File: src/rtl/core/acdu_pkg.sv
// ----------------------------------------------------------------------------
// acdu_pkg
// Shared types, codes, S-box tables and inverse-cipher helpers.
// ----------------------------------------------------------------------------
package acdu_pkg;

    typedef logic [127:0] block_t;

    // job kinds passed from the front end to the decrypt back end
    localparam logic [1:0] KIND_BLOCK = 2'd0;  // full block, 16 bytes out
    localparam logic [1:0] KIND_FINAL = 2'd1;  // last block, trailer removed
    localparam logic [1:0] KIND_BARE  = 2'd2;  // bare end marker only

    localparam logic CMD_DATA = 1'b0;
    localparam logic CMD_END  = 1'b1;

    localparam logic [1:0] KEY_SIZE_128 = 2'd0;
    localparam logic [1:0] KEY_SIZE_192 = 2'd1;
    localparam logic [1:0] KEY_SIZE_256 = 2'd2;

    typedef struct packed {
        logic [1:0] kind;
        block_t     cipher;
        block_t     iv;
    } job_t;

    localparam logic [7:0] SBOX [256] = '{
        8'h63,8'h7c,8'h77,8'h7b,8'hf2,8'h6b,8'h6f,8'hc5,8'h30,8'h01,8'h67,8'h2b,8'hfe,8'hd7,8'hab,8'h76,
        8'hca,8'h82,8'hc9,8'h7d,8'hfa,8'h59,8'h47,8'hf0,8'had,8'hd4,8'ha2,8'haf,8'h9c,8'ha4,8'h72,8'hc0,
        8'hb7,8'hfd,8'h93,8'h26,8'h36,8'h3f,8'hf7,8'hcc,8'h34,8'ha5,8'he5,8'hf1,8'h71,8'hd8,8'h31,8'h15,
        8'h04,8'hc7,8'h23,8'hc3,8'h18,8'h96,8'h05,8'h9a,8'h07,8'h12,8'h80,8'he2,8'heb,8'h27,8'hb2,8'h75,
        8'h09,8'h83,8'h2c,8'h1a,8'h1b,8'h6e,8'h5a,8'ha0,8'h52,8'h3b,8'hd6,8'hb3,8'h29,8'he3,8'h2f,8'h84,
        8'h53,8'hd1,8'h00,8'hed,8'h20,8'hfc,8'hb1,8'h5b,8'h6a,8'hcb,8'hbe,8'h39,8'h4a,8'h4c,8'h58,8'hcf,
        8'hd0,8'hef,8'haa,8'hfb,8'h43,8'h4d,8'h33,8'h85,8'h45,8'hf9,8'h02,8'h7f,8'h50,8'h3c,8'h9f,8'ha8,
        8'h51,8'ha3,8'h40,8'h8f,8'h92,8'h9d,8'h38,8'hf5,8'hbc,8'hb6,8'hda,8'h21,8'h10,8'hff,8'hf3,8'hd2,
        8'hcd,8'h0c,8'h13,8'hec,8'h5f,8'h97,8'h44,8'h17,8'hc4,8'ha7,8'h7e,8'h3d,8'h64,8'h5d,8'h19,8'h73,
        8'h60,8'h81,8'h4f,8'hdc,8'h22,8'h2a,8'h90,8'h88,8'h46,8'hee,8'hb8,8'h14,8'hde,8'h5e,8'h0b,8'hdb,
        8'he0,8'h32,8'h3a,8'h0a,8'h49,8'h06,8'h24,8'h5c,8'hc2,8'hd3,8'hac,8'h62,8'h91,8'h95,8'he4,8'h79,
        8'he7,8'hc8,8'h37,8'h6d,8'h8d,8'hd5,8'h4e,8'ha9,8'h6c,8'h56,8'hf4,8'hea,8'h65,8'h7a,8'hae,8'h08,
        8'hba,8'h78,8'h25,8'h2e,8'h1c,8'ha6,8'hb4,8'hc6,8'he8,8'hdd,8'h74,8'h1f,8'h4b,8'hbd,8'h8b,8'h8a,
        8'h70,8'h3e,8'hb5,8'h66,8'h48,8'h03,8'hf6,8'h0e,8'h61,8'h35,8'h57,8'hb9,8'h86,8'hc1,8'h1d,8'h9e,
        8'he1,8'hf8,8'h98,8'h11,8'h69,8'hd9,8'h8e,8'h94,8'h9b,8'h1e,8'h87,8'he9,8'hce,8'h55,8'h28,8'hdf,
        8'h8c,8'ha1,8'h89,8'h0d,8'hbf,8'he6,8'h42,8'h68,8'h41,8'h99,8'h2d,8'h0f,8'hb0,8'h54,8'hbb,8'h16};

    localparam logic [7:0] INV_SBOX [256] = '{
        8'h52,8'h09,8'h6a,8'hd5,8'h30,8'h36,8'ha5,8'h38,8'hbf,8'h40,8'ha3,8'h9e,8'h81,8'hf3,8'hd7,8'hfb,
        8'h7c,8'he3,8'h39,8'h82,8'h9b,8'h2f,8'hff,8'h87,8'h34,8'h8e,8'h43,8'h44,8'hc4,8'hde,8'he9,8'hcb,
        8'h54,8'h7b,8'h94,8'h32,8'ha6,8'hc2,8'h23,8'h3d,8'hee,8'h4c,8'h95,8'h0b,8'h42,8'hfa,8'hc3,8'h4e,
        8'h08,8'h2e,8'ha1,8'h66,8'h28,8'hd9,8'h24,8'hb2,8'h76,8'h5b,8'ha2,8'h49,8'h6d,8'h8b,8'hd1,8'h25,
        8'h72,8'hf8,8'hf6,8'h64,8'h86,8'h68,8'h98,8'h16,8'hd4,8'ha4,8'h5c,8'hcc,8'h5d,8'h65,8'hb6,8'h92,
        8'h6c,8'h70,8'h48,8'h50,8'hfd,8'hed,8'hb9,8'hda,8'h5e,8'h15,8'h46,8'h57,8'ha7,8'h8d,8'h9d,8'h84,
        8'h90,8'hd8,8'hab,8'h00,8'h8c,8'hbc,8'hd3,8'h0a,8'hf7,8'he4,8'h58,8'h05,8'hb8,8'hb3,8'h45,8'h06,
        8'hd0,8'h2c,8'h1e,8'h8f,8'hca,8'h3f,8'h0f,8'h02,8'hc1,8'haf,8'hbd,8'h03,8'h01,8'h13,8'h8a,8'h6b,
        8'h3a,8'h91,8'h11,8'h41,8'h4f,8'h67,8'hdc,8'hea,8'h97,8'hf2,8'hcf,8'hce,8'hf0,8'hb4,8'he6,8'h73,
        8'h96,8'hac,8'h74,8'h22,8'he7,8'had,8'h35,8'h85,8'he2,8'hf9,8'h37,8'he8,8'h1c,8'h75,8'hdf,8'h6e,
        8'h47,8'hf1,8'h1a,8'h71,8'h1d,8'h29,8'hc5,8'h89,8'h6f,8'hb7,8'h62,8'h0e,8'haa,8'h18,8'hbe,8'h1b,
        8'hfc,8'h56,8'h3e,8'h4b,8'hc6,8'hd2,8'h79,8'h20,8'h9a,8'hdb,8'hc0,8'hfe,8'h78,8'hcd,8'h5a,8'hf4,
        8'h1f,8'hdd,8'ha8,8'h33,8'h88,8'h07,8'hc7,8'h31,8'hb1,8'h12,8'h10,8'h59,8'h27,8'h80,8'hec,8'h5f,
        8'h60,8'h51,8'h7f,8'ha9,8'h19,8'hb5,8'h4a,8'h0d,8'h2d,8'he5,8'h7a,8'h9f,8'h93,8'hc9,8'h9c,8'hef,
        8'ha0,8'he0,8'h3b,8'h4d,8'hae,8'h2a,8'hf5,8'hb0,8'hc8,8'heb,8'hbb,8'h3c,8'h83,8'h53,8'h99,8'h61,
        8'h17,8'h2b,8'h04,8'h7e,8'hba,8'h77,8'hd6,8'h26,8'he1,8'h69,8'h14,8'h63,8'h55,8'h21,8'h0c,8'h7d};

    function automatic logic [7:0] xt(input logic [7:0] a);
        return {a[6:0], 1'b0} ^ (a[7] ? 8'h1b : 8'h00);
    endfunction

    // Nk: key length in 32-bit words
    function automatic logic [3:0] num_words(input logic [1:0] ksz);
        logic [3:0] nk;
        case (ksz)
            KEY_SIZE_128: nk = 4'd4;
            KEY_SIZE_192: nk = 4'd6;
            default:      nk = 4'd8;
        endcase
        return nk;
    endfunction

    function automatic logic [3:0] num_rounds(input logic [1:0] ksz);
        return num_words(ksz) + 4'd6;
    endfunction

    // byte k of a block sits at bits 127-8k .. 120-8k
    function automatic block_t inv_shift_sub(input block_t s);
        block_t t;
        for (int c = 0; c < 4; c++) begin
            for (int r = 0; r < 4; r++) begin
                t[127 - 8*(r + 4*c) -: 8] = INV_SBOX[s[127 - 8*(r + 4*((c + 4 - r) & 3)) -: 8]];
            end
        end
        return t;
    endfunction

    function automatic block_t inv_mix(input block_t s);
        block_t     t;
        logic [7:0] a [4];
        logic [7:0] x2 [4];
        logic [7:0] x4 [4];
        logic [7:0] x8 [4];
        logic [7:0] m9 [4];
        logic [7:0] m11 [4];
        logic [7:0] m13 [4];
        logic [7:0] m14 [4];
        for (int c = 0; c < 4; c++) begin
            for (int r = 0; r < 4; r++) begin
                a[r]   = s[127 - 8*(r + 4*c) -: 8];
                x2[r]  = xt(a[r]);
                x4[r]  = xt(x2[r]);
                x8[r]  = xt(x4[r]);
                m9[r]  = x8[r] ^ a[r];
                m11[r] = x8[r] ^ x2[r] ^ a[r];
                m13[r] = x8[r] ^ x4[r] ^ a[r];
                m14[r] = x8[r] ^ x4[r] ^ x2[r];
            end
            t[127 - 8*(4*c)     -: 8] = m14[0] ^ m11[1] ^ m13[2] ^ m9[3];
            t[127 - 8*(4*c + 1) -: 8] = m9[0]  ^ m14[1] ^ m11[2] ^ m13[3];
            t[127 - 8*(4*c + 2) -: 8] = m13[0] ^ m9[1]  ^ m14[2] ^ m11[3];
            t[127 - 8*(4*c + 3) -: 8] = m11[0] ^ m13[1] ^ m9[2]  ^ m14[3];
        end
        return t;
    endfunction

endpackage

File: src/rtl/core/acdu_queue.sv
// ----------------------------------------------------------------------------
// acdu_queue
// Small job FIFO between the front end and the decrypt back end.
// ----------------------------------------------------------------------------
module acdu_queue #(
    parameter int DEPTH = 2
) (
    input  logic               clk,
    input  logic               rst_n,
    input  logic               push,
    input  acdu_pkg::job_t     push_job,
    output logic               full,
    input  logic               pop,
    output acdu_pkg::job_t     pop_job,
    output logic               empty
);

    localparam int PW = (DEPTH > 1) ? $clog2(DEPTH) : 1;
    localparam int CW = $clog2(DEPTH + 1);
    localparam logic [PW-1:0] LAST_PTR = PW'(DEPTH - 1);
    localparam logic [CW-1:0] FULL_CNT = CW'(DEPTH);

    acdu_pkg::job_t mem_reg [DEPTH];
    logic [PW-1:0]  wr_reg;
    logic [PW-1:0]  rd_reg;
    logic [CW-1:0]  cnt_reg;

    assign full    = (cnt_reg == FULL_CNT);
    assign empty   = (cnt_reg == '0);
    assign pop_job = mem_reg[rd_reg];

    always_ff @(posedge clk or negedge rst_n)
    begin
        if (!rst_n) begin
            wr_reg  <= '0;
            rd_reg  <= '0;
            cnt_reg <= '0;
        end
        else begin
            if (push)
                wr_reg <= (wr_reg == LAST_PTR) ? '0 : wr_reg + PW'(1);
            if (pop)
                rd_reg <= (rd_reg == LAST_PTR) ? '0 : rd_reg + PW'(1);
            if (push && !pop)
                cnt_reg <= cnt_reg + CW'(1);
            else if (pop && !push)
                cnt_reg <= cnt_reg - CW'(1);
        end
    end

    always_ff @(posedge clk)
    begin
        if (push)
            mem_reg[wr_reg] <= push_job;
    end

endmodule

File: config.mk
export PLATFORM = sky130hd
export DESIGN_NAME = acdu_queue
export DESIGN_NICKNAME = d
export VERILOG_FILES = /design/src/rtl/core/acdu_pkg.sv /design/src/rtl/core/acdu_queue.sv
export SDC_FILE = /design/constraint.sdc
export NUM_CORES = 1
export LEC_CHECK = 0
export BUFFER_PORTS_ARGS = -buffer_cell sky130_fd_sc_hd__buf_4
export CAP_MARGIN = 20
export CORE_UTILIZATION = 40
export CTS_CLUSTER_SIZE = 10
export DETAILED_ROUTE_END_ITERATION = 6
export HOLD_SLACK_MARGIN = 0.03
export PLACE_DENSITY = 0.73
export SLEW_MARGIN = 0
export SYNTH_ARGS = -nofsm -noshare
export SYNTH_HDL_FRONTEND = slang
export SYNTH_SLANG_ARGS = --single-unit
File: constraint.sdc
create_clock -name clk -period 14.7 [get_ports clk]
set_clock_uncertainty 0.05 [all_clocks]
set_input_delay 2.205 -clock clk [delete_from_list [all_inputs] [get_ports clk]]
set_output_delay 2.205 -clock clk [all_outputs]
set_load 0.005 [all_outputs]
; ---- Word level (Yosys, flattened, before mapping)
; Memories as Yosys holds them, arrays and structs flattened.
; Cells that the tools add are included.
[op_classes]
n_addsub = 4
mul = 0
div_mod_pow = 0
order_cmp = 0
n_eq_ne = 1
n_shift = 0
mux = 6
bitwise_logic = 0
n_reduce_logical = 6
[ops]
columns = op, n
row1 = $mux W1, 4
row2 = $mux W2, 2
row3 = $add A1 B1 Y1 const B, 2
row4 = $add A2 B1 Y2 const B, 1
row5 = $eq A2 B2 Y1 const B, 1
row6 = $logic_and A1 B1 Y1, 2
row7 = $logic_not A1 Y1, 2
row8 = $logic_not A2 Y1, 1
row9 = $reduce_bool A2 Y1, 1
row10 = $sub A2 B1 Y2 const B, 1
[word_totals]
ff_bits = 4
latch_bits = 0
ram_bits = 516
romBits = 0
in_bits = 262
out_inout_bits = 260
word_cells = 21
mem_count = 1
[memory_table]
columns = name, depth, word_bits, rd, rd_clocked_by_memory_dff, write_ports, line_no
row1 = mem_reg, 2, 258, 1, 0, 1, acdu_queue.sv:23  ; acdu_pkg::job_t mem_reg [DEPTH];

; ---- Depth between registers and ports, before layout
[depth]
ltp_word = 4
ltp_mapped = 5
ltp_nobuf = 5

; ---- Worst setup path before layout
; No wires, ideal clock.
[synth_path]
kind = input-to-reg
start = input port push
end = memory mem_reg[0][0] (netlist name) (enable)
setup_ns = 0.913
t_arrival_ns = 13.306
required_ns = 13.737
path_slack_ns = 0.431
stages = 1
path_buffers = 0
path_cell_list = nor2b_1
[synth_via]
elab_chain_len = 2
[synth_lines]
columns = element, line_no
row1 = from (decl), acdu_queue.sv:10  ; input logic push,
row2 = $mux W1, acdu_queue.sv:53  ; if (push)
row3 = $mux W1 (not written as such), acdu_queue.sv:54  ; mem_reg[wr_reg] <= push_job;
row4 = to (decl), acdu_queue.sv:23
; Every way passes these cells.

==> results.tsv <==
stage	metric	value	unit
routing	wl_per_cell	20.1	um
clock_tree	clkSinkCount	520	
timing	timing.hold.ws	0.443	ns
run_status	outcome	completed	
timing	fmax	164	MHz
finish	ff_latch_area	15600	um^2
die	die_x	224	um
setup_path	critPathCaptureType	output port	
timing	hold_viol	0	
finish	multiInputGateArea	3760	um^2
routing	drt-total-wl	40600	um
clock_tree	cts-resized-gates	0	
clock_tree	h-tree-depth	2	
hold_path	hp-start	cnt_reg[1]$_DFFE_PN0P_	
setup_path	arrival	3.85	ns
clock_tree	cts_root_buffer	clkbuf_16	
run	cap_violations	0	
setup_path	r2r-start	wr_reg$_DFFE_PN0P_	
die	core_area	48000	um^2
clock_tree	cts_setup_buffers	0	
global_route	grt_overflow	0	
power_and_ir_drop	sequentialPowerShare	42.6	%
power_and_ir_drop	combPwrFrac	31.4	%
global_route	grt_pass1_wl	58600	um
die	rows	80	
die	pin_count	522	
synthesis	synth_seq_cells	520	
hold_path	min_path_type	register to register	
finish	drive_above_1_share	61.3	%
finish	nets	1646	
clock_tree	cts_buffer_depth	3	
synthesis	synth_cell_type_count	13	
power_and_ir_drop	p_int	3.60	mW
synthesis	syn_area	19600	um^2
power_and_ir_drop	net-switching-power	1.25	mW
synthesis	synth_area_leader_cell	edfxtp_1	
synthesis	ys_seq_area_share	79.4	%
place	place.port_buffers	521	
die	initial_core_util	40.9	%
setup_path	crit_fanout	62	
finish	antenna_cells	0	
global_route	grt_pass1_vias	10000	
power_and_ir_drop	swShare	25.7	%
synthesis	yosysWarnings	0	
setup_path	critPathLaunch	rd_reg$_DFFE_PN0P_	
die	dieArea	50000	um^2
place	dp_cells	1937	
setup_path	cp.required	12.44	ns
global_route	grt_antenna_before_repair	1	
place	dpl.hpwl	27800	um
power_and_ir_drop	pwr-share-clk	26.1	%
global_route	grt_max_degree	74	
synthesis	synth_nets	1082	
clock_tree	ctsHoldBuffers	0	
global_route	track_usage	15.6	%
synthesis	synthTopCellsByArea	edfxtp_1 (79%), mux2_4 (15%), mux2_2 (3.2%)	
timing	setup-tns-final	0	ns
clock_tree	cts_made_buffers	59	
die	die_h	224	um
power_and_ir_drop	worst_ir_drop_vdd	0.107	mV
timing	slew_headroom	27.2	%
clock_tree	cts_tree	built	
timing	setup_viol	0	
synthesis	syn_inst	819	
setup_path	crit_type	register to output port	
timing	final.min_clock_period	6.11	ns
clock_tree	worstSkewPairLatency	0.59	ns
place	routabilityCongestion	0.780	
finish	fillCellCount	3727	
power_and_ir_drop	p_per_area	188	nW/um^2
routing	initialDrtViolationCount	480	
clock_tree	clk_pin_slew	0.05	ns
timing	rsz0062_at_grt	no	
power_and_ir_drop	p_leak	10.2	nW
synthesis	synth.top_cell.area_share	78.9	%
routing	via_per_inst	4.79	
routing	first_pass_iters	4	
finish	finalNonFillerCells	2016	
timing	slew_violations	0	
timing	timing.final.crit_share	41.5	%
routing	vias	9647	
synthesis	syn_avg_cell_area	24.0	um^2
setup_path	cp-start-kind	register	
timing	tightest_slew	1.09	ns
finish	largest_reg_flops	516	
finish	synthToLayoutAreaGrowth	31.0	%
routing	drc_errors	0	
routing	ant_nets	0	
worst max-delay path, cell delays in order, from the launching register on:
cell	delay [ns]
dfrtp_4	0.82
buf_4	0.77
buf_4	0.95
mux2_2	0.44
buf_4	0.14
Yosys cell counts:
cell type	n
and2_1	1
buf_2	4
buf_6	25
dfrtp_1	4
edfxtp_1	516
ha_1	1
inv_1	1
mux2_2	56
mux2_4	202
nor2_1	2
nor2b_1	2
xnor2_1	1
xor2_1	4
power by group through the flow:
stage	Sequential (mW)	Combinational [mW]	Clock, mW
2_1_floorplan	2.16	0.913	0
3_3_place_gp	2.08	1.53	0
3_5_place_dp	2.10	1.55	0
4_1_cts	2.07	1.55	1.30
5_1_grt	2.09	1.62	1.35
6_report	2.06	1.52	1.26
metal layers:
metal	GRT usage (%)	share of wire (%)	vias to the layer above	routed length (um)
met5	0	0.042	-	17
met2	26.8	50	380	20400
met3	5.31	8.9	91	3620
met1	17.8	38	4793	15200
met4	6.47	3.3	2	1350
li1	-	-	4381	-
layout make-up:
class,count,area share (%)
multi-input combinational,269,14.6
sequential,520,60.6
tap,615,2.99
inverter,1,0.0146
clock buffer,73,6.02
clock inverter,6,0.287
timing repair buffer,532,15.5
path summary, 6_finish.rpt:
kind                            depth (start not counted)  slack, ns                         to
worst max-delay path                                    4       8.59               pop_job[224]
worst min-delay path                                    1       0.44     cnt_reg[1]$_DFFE_PN0P_
worst max register to register                          3      11.24  mem_reg[1][168]$_DFFE_PP_
worst min register to register                          1       0.44     cnt_reg[1]$_DFFE_PN0P_
max in group asynchronous                               1      13.14         rd_reg$_DFFE_PN0P_
min in group asynchronous                               1       1.35         rd_reg$_DFFE_PN0P_
logic make-up (layout without fill, tap and decap cells):
group | Yosys count | count (layout) | synth area share [%]
XOR/XNOR | 5 | 5 | 0.223
adder cells (fa/ha/maj) | 1 | 1 | 0.0637
buffers and inverters | 30 | 612 | 1.55
flip-flops | 520 | 520 | 79.4
multiplexers | 258 | 258 | 18.6
AND/OR/NAND/NOR | 5 | 5 | 0.134
cell usage in the layout (no fill, tap or decap):
cell type  count
dfrtp_1        3
edfxtp_1     516
nor2b_4        1
clkinv_4       1
mux2_4       202
inv_1          1
inv_6          1
clkinv_8       1
clkinv_2       2
bufinv_16      1
buf_4        532
nor2_1         2
xnor2_1        1
ha_1           1
nor2b_1        1
clkbuf_1      13
mux2_2        56
dfrtp_4        1
and2_4         1
xor2_1         4
clkbuf_16     60
metrics by stage:
stage          setup WS (ns)  util, %  power (mW)  area [um^2]
3_5_place_dp            9.12     50.2        3.64        24100
5_1_grt                 8.36     53.6        5.06        25700
3_3_place_gp            9.17     50.2        3.61        24100
4_1_cts                 8.48     53.6        4.92        25700
2_1_floorplan          0.431        -        3.07        19600
6_report                8.59     53.6        4.85        25700
Power figures use the tool's default switching activity.
