File: src/rtl/core/acdu_pkg.sv
// ----------------------------------------------------------------------------
// acdu_pkg
// Shared types, codes, S-box tables and inverse-cipher helpers.
// ----------------------------------------------------------------------------
package acdu_pkg;

    typedef logic [127:0] block_t;

    // job kinds passed from the front end to the decrypt back end
    localparam logic [1:0] KIND_BLOCK = 2'd0;  // full block, 16 bytes out
    localparam logic [1:0] KIND_FINAL = 2'd1;  // last block, trailer removed
    localparam logic [1:0] KIND_BARE  = 2'd2;  // bare end marker only

    localparam logic CMD_DATA = 1'b0;
    localparam logic CMD_END  = 1'b1;

    localparam logic [1:0] KEY_SIZE_128 = 2'd0;
    localparam logic [1:0] KEY_SIZE_192 = 2'd1;
    localparam logic [1:0] KEY_SIZE_256 = 2'd2;

    typedef struct packed {
        logic [1:0] kind;
        block_t     cipher;
        block_t     iv;
    } job_t;

    localparam logic [7:0] SBOX [256] = '{
        8'h63,8'h7c,8'h77,8'h7b,8'hf2,8'h6b,8'h6f,8'hc5,8'h30,8'h01,8'h67,8'h2b,8'hfe,8'hd7,8'hab,8'h76,
        8'hca,8'h82,8'hc9,8'h7d,8'hfa,8'h59,8'h47,8'hf0,8'had,8'hd4,8'ha2,8'haf,8'h9c,8'ha4,8'h72,8'hc0,
        8'hb7,8'hfd,8'h93,8'h26,8'h36,8'h3f,8'hf7,8'hcc,8'h34,8'ha5,8'he5,8'hf1,8'h71,8'hd8,8'h31,8'h15,
        8'h04,8'hc7,8'h23,8'hc3,8'h18,8'h96,8'h05,8'h9a,8'h07,8'h12,8'h80,8'he2,8'heb,8'h27,8'hb2,8'h75,
        8'h09,8'h83,8'h2c,8'h1a,8'h1b,8'h6e,8'h5a,8'ha0,8'h52,8'h3b,8'hd6,8'hb3,8'h29,8'he3,8'h2f,8'h84,
        8'h53,8'hd1,8'h00,8'hed,8'h20,8'hfc,8'hb1,8'h5b,8'h6a,8'hcb,8'hbe,8'h39,8'h4a,8'h4c,8'h58,8'hcf,
        8'hd0,8'hef,8'haa,8'hfb,8'h43,8'h4d,8'h33,8'h85,8'h45,8'hf9,8'h02,8'h7f,8'h50,8'h3c,8'h9f,8'ha8,
        8'h51,8'ha3,8'h40,8'h8f,8'h92,8'h9d,8'h38,8'hf5,8'hbc,8'hb6,8'hda,8'h21,8'h10,8'hff,8'hf3,8'hd2,
        8'hcd,8'h0c,8'h13,8'hec,8'h5f,8'h97,8'h44,8'h17,8'hc4,8'ha7,8'h7e,8'h3d,8'h64,8'h5d,8'h19,8'h73,
        8'h60,8'h81,8'h4f,8'hdc,8'h22,8'h2a,8'h90,8'h88,8'h46,8'hee,8'hb8,8'h14,8'hde,8'h5e,8'h0b,8'hdb,
        8'he0,8'h32,8'h3a,8'h0a,8'h49,8'h06,8'h24,8'h5c,8'hc2,8'hd3,8'hac,8'h62,8'h91,8'h95,8'he4,8'h79,
        8'he7,8'hc8,8'h37,8'h6d,8'h8d,8'hd5,8'h4e,8'ha9,8'h6c,8'h56,8'hf4,8'hea,8'h65,8'h7a,8'hae,8'h08,
        8'hba,8'h78,8'h25,8'h2e,8'h1c,8'ha6,8'hb4,8'hc6,8'he8,8'hdd,8'h74,8'h1f,8'h4b,8'hbd,8'h8b,8'h8a,
        8'h70,8'h3e,8'hb5,8'h66,8'h48,8'h03,8'hf6,8'h0e,8'h61,8'h35,8'h57,8'hb9,8'h86,8'hc1,8'h1d,8'h9e,
        8'he1,8'hf8,8'h98,8'h11,8'h69,8'hd9,8'h8e,8'h94,8'h9b,8'h1e,8'h87,8'he9,8'hce,8'h55,8'h28,8'hdf,
        8'h8c,8'ha1,8'h89,8'h0d,8'hbf,8'he6,8'h42,8'h68,8'h41,8'h99,8'h2d,8'h0f,8'hb0,8'h54,8'hbb,8'h16};

    localparam logic [7:0] INV_SBOX [256] = '{
        8'h52,8'h09,8'h6a,8'hd5,8'h30,8'h36,8'ha5,8'h38,8'hbf,8'h40,8'ha3,8'h9e,8'h81,8'hf3,8'hd7,8'hfb,
        8'h7c,8'he3,8'h39,8'h82,8'h9b,8'h2f,8'hff,8'h87,8'h34,8'h8e,8'h43,8'h44,8'hc4,8'hde,8'he9,8'hcb,
        8'h54,8'h7b,8'h94,8'h32,8'ha6,8'hc2,8'h23,8'h3d,8'hee,8'h4c,8'h95,8'h0b,8'h42,8'hfa,8'hc3,8'h4e,
        8'h08,8'h2e,8'ha1,8'h66,8'h28,8'hd9,8'h24,8'hb2,8'h76,8'h5b,8'ha2,8'h49,8'h6d,8'h8b,8'hd1,8'h25,
        8'h72,8'hf8,8'hf6,8'h64,8'h86,8'h68,8'h98,8'h16,8'hd4,8'ha4,8'h5c,8'hcc,8'h5d,8'h65,8'hb6,8'h92,
        8'h6c,8'h70,8'h48,8'h50,8'hfd,8'hed,8'hb9,8'hda,8'h5e,8'h15,8'h46,8'h57,8'ha7,8'h8d,8'h9d,8'h84,
        8'h90,8'hd8,8'hab,8'h00,8'h8c,8'hbc,8'hd3,8'h0a,8'hf7,8'he4,8'h58,8'h05,8'hb8,8'hb3,8'h45,8'h06,
        8'hd0,8'h2c,8'h1e,8'h8f,8'hca,8'h3f,8'h0f,8'h02,8'hc1,8'haf,8'hbd,8'h03,8'h01,8'h13,8'h8a,8'h6b,
        8'h3a,8'h91,8'h11,8'h41,8'h4f,8'h67,8'hdc,8'hea,8'h97,8'hf2,8'hcf,8'hce,8'hf0,8'hb4,8'he6,8'h73,
        8'h96,8'hac,8'h74,8'h22,8'he7,8'had,8'h35,8'h85,8'he2,8'hf9,8'h37,8'he8,8'h1c,8'h75,8'hdf,8'h6e,
        8'h47,8'hf1,8'h1a,8'h71,8'h1d,8'h29,8'hc5,8'h89,8'h6f,8'hb7,8'h62,8'h0e,8'haa,8'h18,8'hbe,8'h1b,
        8'hfc,8'h56,8'h3e,8'h4b,8'hc6,8'hd2,8'h79,8'h20,8'h9a,8'hdb,8'hc0,8'hfe,8'h78,8'hcd,8'h5a,8'hf4,
        8'h1f,8'hdd,8'ha8,8'h33,8'h88,8'h07,8'hc7,8'h31,8'hb1,8'h12,8'h10,8'h59,8'h27,8'h80,8'hec,8'h5f,
        8'h60,8'h51,8'h7f,8'ha9,8'h19,8'hb5,8'h4a,8'h0d,8'h2d,8'he5,8'h7a,8'h9f,8'h93,8'hc9,8'h9c,8'hef,
        8'ha0,8'he0,8'h3b,8'h4d,8'hae,8'h2a,8'hf5,8'hb0,8'hc8,8'heb,8'hbb,8'h3c,8'h83,8'h53,8'h99,8'h61,
        8'h17,8'h2b,8'h04,8'h7e,8'hba,8'h77,8'hd6,8'h26,8'he1,8'h69,8'h14,8'h63,8'h55,8'h21,8'h0c,8'h7d};

    function automatic logic [7:0] xt(input logic [7:0] a);
        return {a[6:0], 1'b0} ^ (a[7] ? 8'h1b : 8'h00);
    endfunction

    // Nk: key length in 32-bit words
    function automatic logic [3:0] num_words(input logic [1:0] ksz);
        logic [3:0] nk;
        case (ksz)
            KEY_SIZE_128: nk = 4'd4;
            KEY_SIZE_192: nk = 4'd6;
            default:      nk = 4'd8;
        endcase
        return nk;
    endfunction

    function automatic logic [3:0] num_rounds(input logic [1:0] ksz);
        return num_words(ksz) + 4'd6;
    endfunction

    // byte k of a block sits at bits 127-8k .. 120-8k
    function automatic block_t inv_shift_sub(input block_t s);
        block_t t;
        for (int c = 0; c < 4; c++) begin
            for (int r = 0; r < 4; r++) begin
                t[127 - 8*(r + 4*c) -: 8] = INV_SBOX[s[127 - 8*(r + 4*((c + 4 - r) & 3)) -: 8]];
            end
        end
        return t;
    endfunction

    function automatic block_t inv_mix(input block_t s);
        block_t     t;
        logic [7:0] a [4];
        logic [7:0] x2 [4];
        logic [7:0] x4 [4];
        logic [7:0] x8 [4];
        logic [7:0] m9 [4];
        logic [7:0] m11 [4];
        logic [7:0] m13 [4];
        logic [7:0] m14 [4];
        for (int c = 0; c < 4; c++) begin
            for (int r = 0; r < 4; r++) begin
                a[r]   = s[127 - 8*(r + 4*c) -: 8];
                x2[r]  = xt(a[r]);
                x4[r]  = xt(x2[r]);
                x8[r]  = xt(x4[r]);
                m9[r]  = x8[r] ^ a[r];
                m11[r] = x8[r] ^ x2[r] ^ a[r];
                m13[r] = x8[r] ^ x4[r] ^ a[r];
                m14[r] = x8[r] ^ x4[r] ^ x2[r];
            end
            t[127 - 8*(4*c)     -: 8] = m14[0] ^ m11[1] ^ m13[2] ^ m9[3];
            t[127 - 8*(4*c + 1) -: 8] = m9[0]  ^ m14[1] ^ m11[2] ^ m13[3];
            t[127 - 8*(4*c + 2) -: 8] = m13[0] ^ m9[1]  ^ m14[2] ^ m11[3];
            t[127 - 8*(4*c + 3) -: 8] = m11[0] ^ m13[1] ^ m9[2]  ^ m14[3];
        end
        return t;
    endfunction

endpackage

File: src/rtl/core/acdu_front.sv
// ----------------------------------------------------------------------------
// acdu_front
// Byte gatherer: IV capture, block hold-back, job generation.
// ----------------------------------------------------------------------------
module acdu_front (
    input  logic               clk,
    input  logic               rst_n,
    input  logic               in_valid,
    output logic               in_stall,
    input  logic               command,
    input  logic [7:0]         data_byte,
    input  logic               q_full,
    output logic               push,
    output acdu_pkg::job_t     job
);

    localparam logic [1:0] PH_IV     = 2'd0;
    localparam logic [1:0] PH_FIRST  = 2'd1;
    localparam logic [1:0] PH_STREAM = 2'd2;

    logic [1:0]       phase_reg;
    logic [3:0]       count_reg;
    acdu_pkg::block_t gather_reg;
    acdu_pkg::block_t chain_reg;
    acdu_pkg::block_t held_reg;

    logic             accept;
    acdu_pkg::block_t blk;

    assign in_stall = q_full;
    assign accept   = in_valid && !q_full;
    assign blk      = {gather_reg[127:8], data_byte};

    always_comb
    begin
        push        = 1'b0;
        job.kind    = acdu_pkg::KIND_BLOCK;
        job.cipher  = held_reg;
        job.iv      = chain_reg;
        if (accept) begin
            if (command == acdu_pkg::CMD_END) begin
                push     = 1'b1;
                job.kind = (phase_reg == PH_STREAM) ? acdu_pkg::KIND_FINAL
                                                    : acdu_pkg::KIND_BARE;
            end
            else if (count_reg == 4'd15 && phase_reg == PH_STREAM) begin
                push = 1'b1;
            end
        end
    end

    always_ff @(posedge clk or negedge rst_n)
    begin
        if (!rst_n) begin
            phase_reg <= PH_IV;
            count_reg <= '0;
        end
        else if (accept) begin
            if (command == acdu_pkg::CMD_END) begin
                phase_reg <= PH_IV;
                count_reg <= '0;
            end
            else begin
                count_reg <= count_reg + 4'd1;
                if (count_reg == 4'd15) begin
                    case (phase_reg)
                        PH_IV:     phase_reg <= PH_FIRST;
                        PH_FIRST:  phase_reg <= PH_STREAM;
                        PH_STREAM: phase_reg <= PH_STREAM;
                        default:   phase_reg <= PH_FIRST;
                    endcase
                end
            end
        end
    end

    always_ff @(posedge clk)
    begin
        if (accept && command == acdu_pkg::CMD_DATA) begin
            gather_reg[127 - 8*count_reg -: 8] <= data_byte;
            if (count_reg == 4'd15) begin
                case (phase_reg)
                    PH_FIRST:
                    begin
                        held_reg <= blk;
                    end
                    PH_STREAM:
                    begin
                        chain_reg <= held_reg;
                        held_reg  <= blk;
                    end
                    default:
                    begin
                        chain_reg <= blk;
                    end
                endcase
            end
        end
    end

endmodule

File: config.mk
export PLATFORM = sky130hd
export DESIGN_NAME = acdu_front
export DESIGN_NICKNAME = d
export VERILOG_FILES = /design/src/rtl/core/acdu_pkg.sv /design/src/rtl/core/acdu_front.sv
export SDC_FILE = /design/constraint.sdc
export NUM_CORES = 1
export LEC_CHECK = 0
export BUFFER_PORTS_ARGS = -buffer_cell sky130_fd_sc_hd__buf_4
export CAP_MARGIN = 20
export CELL_PAD_IN_SITES_DETAIL_PLACEMENT = 1
export CELL_PAD_IN_SITES_GLOBAL_PLACEMENT = 1
export CORE_MARGIN = 1.5
export CORE_UTILIZATION = 50
export CTS_BUF_LIST = sky130_fd_sc_hd__clkbuf_16
export CTS_CLUSTER_SIZE = 12
export DETAILED_ROUTE_END_ITERATION = 12
export PLACE_DENSITY = 0.91
export SLEW_MARGIN = 20
export SYNTH_ARGS = -nofsm -noshare
export SYNTH_HDL_FRONTEND = slang
export SYNTH_SLANG_ARGS = --single-unit
File: constraint.sdc
create_clock -name clk -period 20.6 [get_ports clk]
set_input_delay 1.03 -clock clk [delete_from_list [all_inputs] [get_ports clk]]
set_output_delay 1.03 -clock clk [all_outputs]
set_load 0.05 [all_outputs]
---- Yosys cells after proc, flatten, opt, wreduce, memory -nomap -nowiden ----
Index checks and enable logic that the tools add are counted.
word-level totals
  word-level logic and storage cells ...... 36
  input port bits ......................... 13
  register bits after elaboration ......... 390
  output and inout port bits .............. 260
cells by class
  shift operators ......................... 2
  reductions and logical operators ........ 9
  muxes and demuxes ....................... 12
  bitwise operators ....................... 2
  add/sub/neg operators ................... 3
  equal/unequal tests ..................... 3
operator list
  operator                                                                   number
  128-bit case mux with 2 select lines                                       1
  8-bit by 34-bit variable shift with 135-bit output (first input constant)  1
  8-bit by 34-bit indexed part select with 135-bit output                    1
  128-bit bitwise mux                                                        1
  32-bit negation with 34-bit output                                         1
  2-bit two-way mux                                                          6
  7-bit by 7-bit subtractor with 8-bit output (first input constant)         1
  3-bit AND reduction                                                        2
  4-bit by 1-bit adder with 4-bit output (second input constant)             1
  4-bit == test (second input constant)                                      1
  4-bit two-way mux                                                          1
  1-bit logical AND                                                          3
  1-bit two-way mux                                                          3
  2-bit by 1-bit == test with 1-bit output (second input constant)           1
  2-bit == test (second input constant)                                      1
  1-bit NOT                                                                  2
  2-bit AND reduction                                                        1
  2-bit nonzero test                                                         1
  2-bit OR reduction                                                         1
  1-bit zero test                                                            1

---- Logic depth before layout (Yosys ltp) ----
  depth in word-level cells ............... 5
  gate-level depth with buffers ........... 7
  gate-level depth less buffers ........... 4

---- Worst setup path after synthesis ----
Ideal clock, no wire load.
  path kind ............................... input to register
  start ................................... input command
  end ..................................... register chain_reg[0], enable pin
  slack ................................... 13.002 ns
  stages on the path ...................... 4
  arrival ................................. 6.981 ns
  data required time ...................... 19.983 ns
  buffers on the path ..................... 1
  library setup time ...................... 0.617 ns
  path through ............................ buf_6 > nor3b_2 > nand2_1 > nor2_1
on the way
  cells in the longest elaborated chain, start to end .. 3
ends and longest elaborated chain
  item                                  RTL line          text
  start, declared                       acdu_front.sv:10  input logic command,
  1-bit NOT                             acdu_front.sv:79  if (accept && command == acdu_pkg::CMD_DATA) begin
  1-bit logical AND                     acdu_front.sv:79
  3-bit AND reduction (no source line)  --
  end signal, assigned                  acdu_front.sv:89  chain_reg <= held_reg;
  end signal, assigned                  acdu_front.sv:94  chain_reg <= blk;
  end, declared                         acdu_front.sv:24  acdu_pkg::block_t chain_reg;
No other way between the ends.
A chain may end at the register's enable or synchronous reset.

---- Worst setup path in the final report ----
  start ................................... input command
  end ..................................... register held_reg[32], enable pin
on the way
  cells in the longest elaborated chain, start to end .. 3
ends and longest elaborated chain
  item                                  RTL line          text
  1-bit NOT                             acdu_front.sv:79
  1-bit logical AND                     acdu_front.sv:79
  3-bit AND reduction (no source line)  --
  end signal, assigned                  acdu_front.sv:85  held_reg <= blk;
  end signal, assigned                  acdu_front.sv:90  held_reg <= blk;
  end, declared                         acdu_front.sv:25  acdu_pkg::block_t held_reg;
No other way between the ends.

==> metrics list <==
- The run finished with clean final reports.
* TritonCTS clock tree: done
- Kind of start point of the critical path: input pin
* Total power draw: around 0.0015 W
- Floorplan row count: 61
* Bufs on Longest Clock Path: 3
* Leakage Power: about 6.3 nW
- Gate Count Post-Synth: between 700 and 800
- In this run the power density over the cells is 86.59 nW/um^2.
- Actual slew at the worst max-slew pin: 1.078 ns
- Number of synthesized register bits: roughly 380
- Final wirelength: about 37000 um
* Post-CTS repair timing setup buffer count: 0
* Core region area: between 20000 and 30000 sq um
* Part of the power in registers: a little under three fifths
* Final Max Tran Viols: 0
- Top-level port count: 273
- Summed instance area of the synthesized netlist: around 14000 sq um
- Fraction of power spent switching nets: between 20 and 25%
- Number of global-route vias before repair: approximately 8400
- R2R Path Start: count_reg[0]$_DFFE_PN0P_
* Mean instance size in the synthesized netlist: approximately 19 sq um
* Count of endpoints failing setup in the final report: 0
* Average routed wire per standard cell: 25.88 um
- Final antenna-violating net count: 0
- Netlist cell types: 33
- Number of iterations in the first detailed-routing pass: 4
- Across the run, the number of max-cap violations was 0.
- H-tree levels: 2
* Post-CTS resize count: 0
- Total of fill cells in the finished design: between 2000 and 3000
- Root buffer selected by CTS: sky130_fd_sc_hd__clkbuf_16
* N_diodes: 0
* Hold slack final: around 0.32 ns
* Achievable frequency: about 270 MHz
- After clock tree synthesis, the clock-pin slew on the worst setup and hold paths is about 0.06 ns.
- After detailed placement, the design holds a cell count of about 1400.
* Worst min path class: in -> async
- Counting every sink on the clock net gives roughly 380.
- The routed design could run at a clock period as short as 3.644 ns.
- Clock group share of total power: 41.5%
* Top_reg_cell synth: sky130_fd_sc_hd__edfxtp_1
- For the worst setup path, the data arrival time is between 3 and 4 ns.
* Largest stage delay, worst path: roughly 0.91 ns
- Entering global routing, the biggest net connects 83 pins.
- After global routing the overflow that remains totals 0.
* Worst-path cell with the longest stage delay: sky130_fd_sc_hd__buf_4
- The worst setup path is captured at a flop.
* Dominant cells by area after synthesis: sky130_fd_sc_hd__edfxtp_1 (79%), sky130_fd_sc_hd__mux2_2 (10%), sky130_fd_sc_hd__and2_1 (4.2%)
- Non-filler cells in the finished layout: about 1400
* Worst clock skew: around 0.012 ns
* Largest voltage drop on the vdd net: approximately 0.058 mV
* Fin. Hold Viols: 0
* Die span in x: between 150 and 200 um
- CP dominant cell by count: sky130_fd_sc_hd__buf_4
* Crit path max-delay family: buffers and inverters
- Walking the worst path, the cells encountered are buf_4, nor3b_2, nand2_1, nor2_4, buf_4, buf_4.
- Setup repair after global routing left no endpoint under its margin.
* Tcrit/Tclk final: 17.69%
* First-pass GRT wire length: around 54000 um
- Tracing the worst setup path back leads to its startpoint at command.
* Largest fanout on the critical path: between 70 and 80
* Total number of vias: approximately 7700
* HPWL after detailed placement: ~24000 um
* Number of enable flip-flop cells after synthesis: approximately 380
* Die area: about 30000 sq um
* Top post-synthesis cells by count: sky130_fd_sc_hd__edfxtp_1 (376), sky130_fd_sc_hd__mux2_2 (128), sky130_fd_sc_hd__and2_1 (96)
- The worst setup path is of the in -> reg kind.
- Fraction of registers with async set/reset: about 1.6%
* Power spent charging and discharging nets: between 0.0003 and 0.0004 W
- Total Neg Setup Slack: 0 ns
* Library cell occupying the most area in the post-synthesis netlist: sky130_fd_sc_hd__edfxtp_1
- Effective utilization at floorplan: about half
- By instance count, the leading cell after synthesis is sky130_fd_sc_hd__edfxtp_1.
* TritonCTS Buffers: 39
- For this block, the initial DRC count from the detailed router was between 500 and 600.
* GPL Wtd Cong: between 0.7 and 0.8
- Top cell type's share of synthesized area: about 79%
- At the end of the flow the core is filled with cells to a little under two thirds.
* Yosys warnings: 0
- Die outline height: 172.1 um
* DRC: 0
* Net count after synthesis: a little under 800
* Count of input and output buffers: approximately 270
- The initial antenna violation count came to 0.
* Area growth, synth to finish: 24.65%
- Final nets: 1055
* Required time of the critical path: between 20 and 25 ns
- Headroom to the max-slew limit came out at 28.12%.
- Buffers & Inverters on Critical Path: 3
* P_int: ~0.0012 W
- Number of buffers inserted for hold repair after clock tree synthesis: 0
- Comb pwr share: approximately 3.1%
- Worst-skew pair later-pin latency: between 0.5 and 0.6 ns
* Sequential share of the synthesized area: 80.01%
* Share of layout cells above drive strength 1: between 40% and 50%
- Aggregate global-route resource usage: about 25%
* Average via count per standard cell: between 5 and 6
==> cells by family after synthesis <==
group / after synthesis / synth area share [%]
mux: 128 / 10.08
compound gates: 8 / 0.3762
simple gates: 183 / 7.193
flops: 382 / 80.01
fa+ha+maj: 9 / 0.7876
buf+inv: 38 / 1.549
==> layer usage <==
layer | share of wire [%] | vias up | track usage [%] | wire length [um]
met5 | 0 | - | 0 | 0
met4 | 2.4 | 0 | 7.486 | 905
met3 | 5.7 | 55 | 4.646 | 2102
met2 | 54 | 288 | 46.41 | 20110
met1 | 38 | 3963 | 30.21 | 14030
li1 | - | 3361 | - | -
==> final timing paths <==
kind,endpoint,slack (ns),cells past startpoint
setup / recovery,held_reg[32]$_DFFE_PP_,16.96,6
hold / removal,phase_reg[0]$_DFFE_PN0P_,0.32,1
setup reg to reg,held_reg[32]$_DFFE_PP_,17.03,6
hold reg to reg,held_reg[66]$_DFFE_PP_,0.44,0
max in group asynchronous,count_reg[2]$_DFFE_PN0P_,20.16,1
min in group clk,held_reg[66]$_DFFE_PP_,0.44,0
==> layout make-up <==
cell class	instances	area [sq um]	area share (%)
Sequential cell	382	11440	64.19
Multi-Input combinational cell	328	2664	14.95
Timing Repair Buffer	277	2083	11.69
Clock buffer	41	1026	5.756
Tap cell	378	473.0	2.654
Clock inverter	24	117.6	0.6599
Inverter	5	18.77	0.1053
==> cells in the final DEF, fill, tap and decap left out, types with 2 or more instances in the layout <==
cell	netlist	routed
sky130_fd_sc_hd__and2_1	96	96
sky130_fd_sc_hd__and3_2	2	2
sky130_fd_sc_hd__buf_4	2	276
sky130_fd_sc_hd__clkbuf_16	0	41
sky130_fd_sc_hd__clkinv_1	0	4
sky130_fd_sc_hd__dfrtp_1	6	6
sky130_fd_sc_hd__edfxtp_1	376	376
sky130_fd_sc_hd__ha_1	9	8
sky130_fd_sc_hd__inv_1	5	23
sky130_fd_sc_hd__mux2_2	128	128
sky130_fd_sc_hd__nand2_1	17	17
sky130_fd_sc_hd__nand2b_1	4	4
sky130_fd_sc_hd__nor2_1	46	44
sky130_fd_sc_hd__nor2_2	2	2
sky130_fd_sc_hd__nor2_4	0	2
sky130_fd_sc_hd__nor2b_1	2	2
sky130_fd_sc_hd__nor3_2	4	4
sky130_fd_sc_hd__o21ai_0	3	3
==> power by group through the flow <==
stage / combinational [W] / clock, W / sequential, W
6_report: 0.0000471 / 0.000640 / 0.000856
3_5_place_dp: 0.0000464 / 0 / 0.000872
2_1_floorplan: 0.0000314 / 0 / 0.000869
4_1_cts: 0.0000474 / 0.000652 / 0.000856
3_3_place_gp: 0.0000423 / 0 / 0.000872
5_1_grt: 0.0000512 / 0.000676 / 0.000856
==> through the flow <==
stage | setup slack, ns | area [sq um]
3_5_place_dp | 16.46 | 16680
2_1_floorplan | 13.00 | 14300
3_3_place_gp | 16.67 | 16680
5_1_grt | 16.81 | 17820
6_report | 16.96 | 17820
4_1_cts | 16.94 | 17820
No activity file was read; power rests on OpenSTA's default activity.
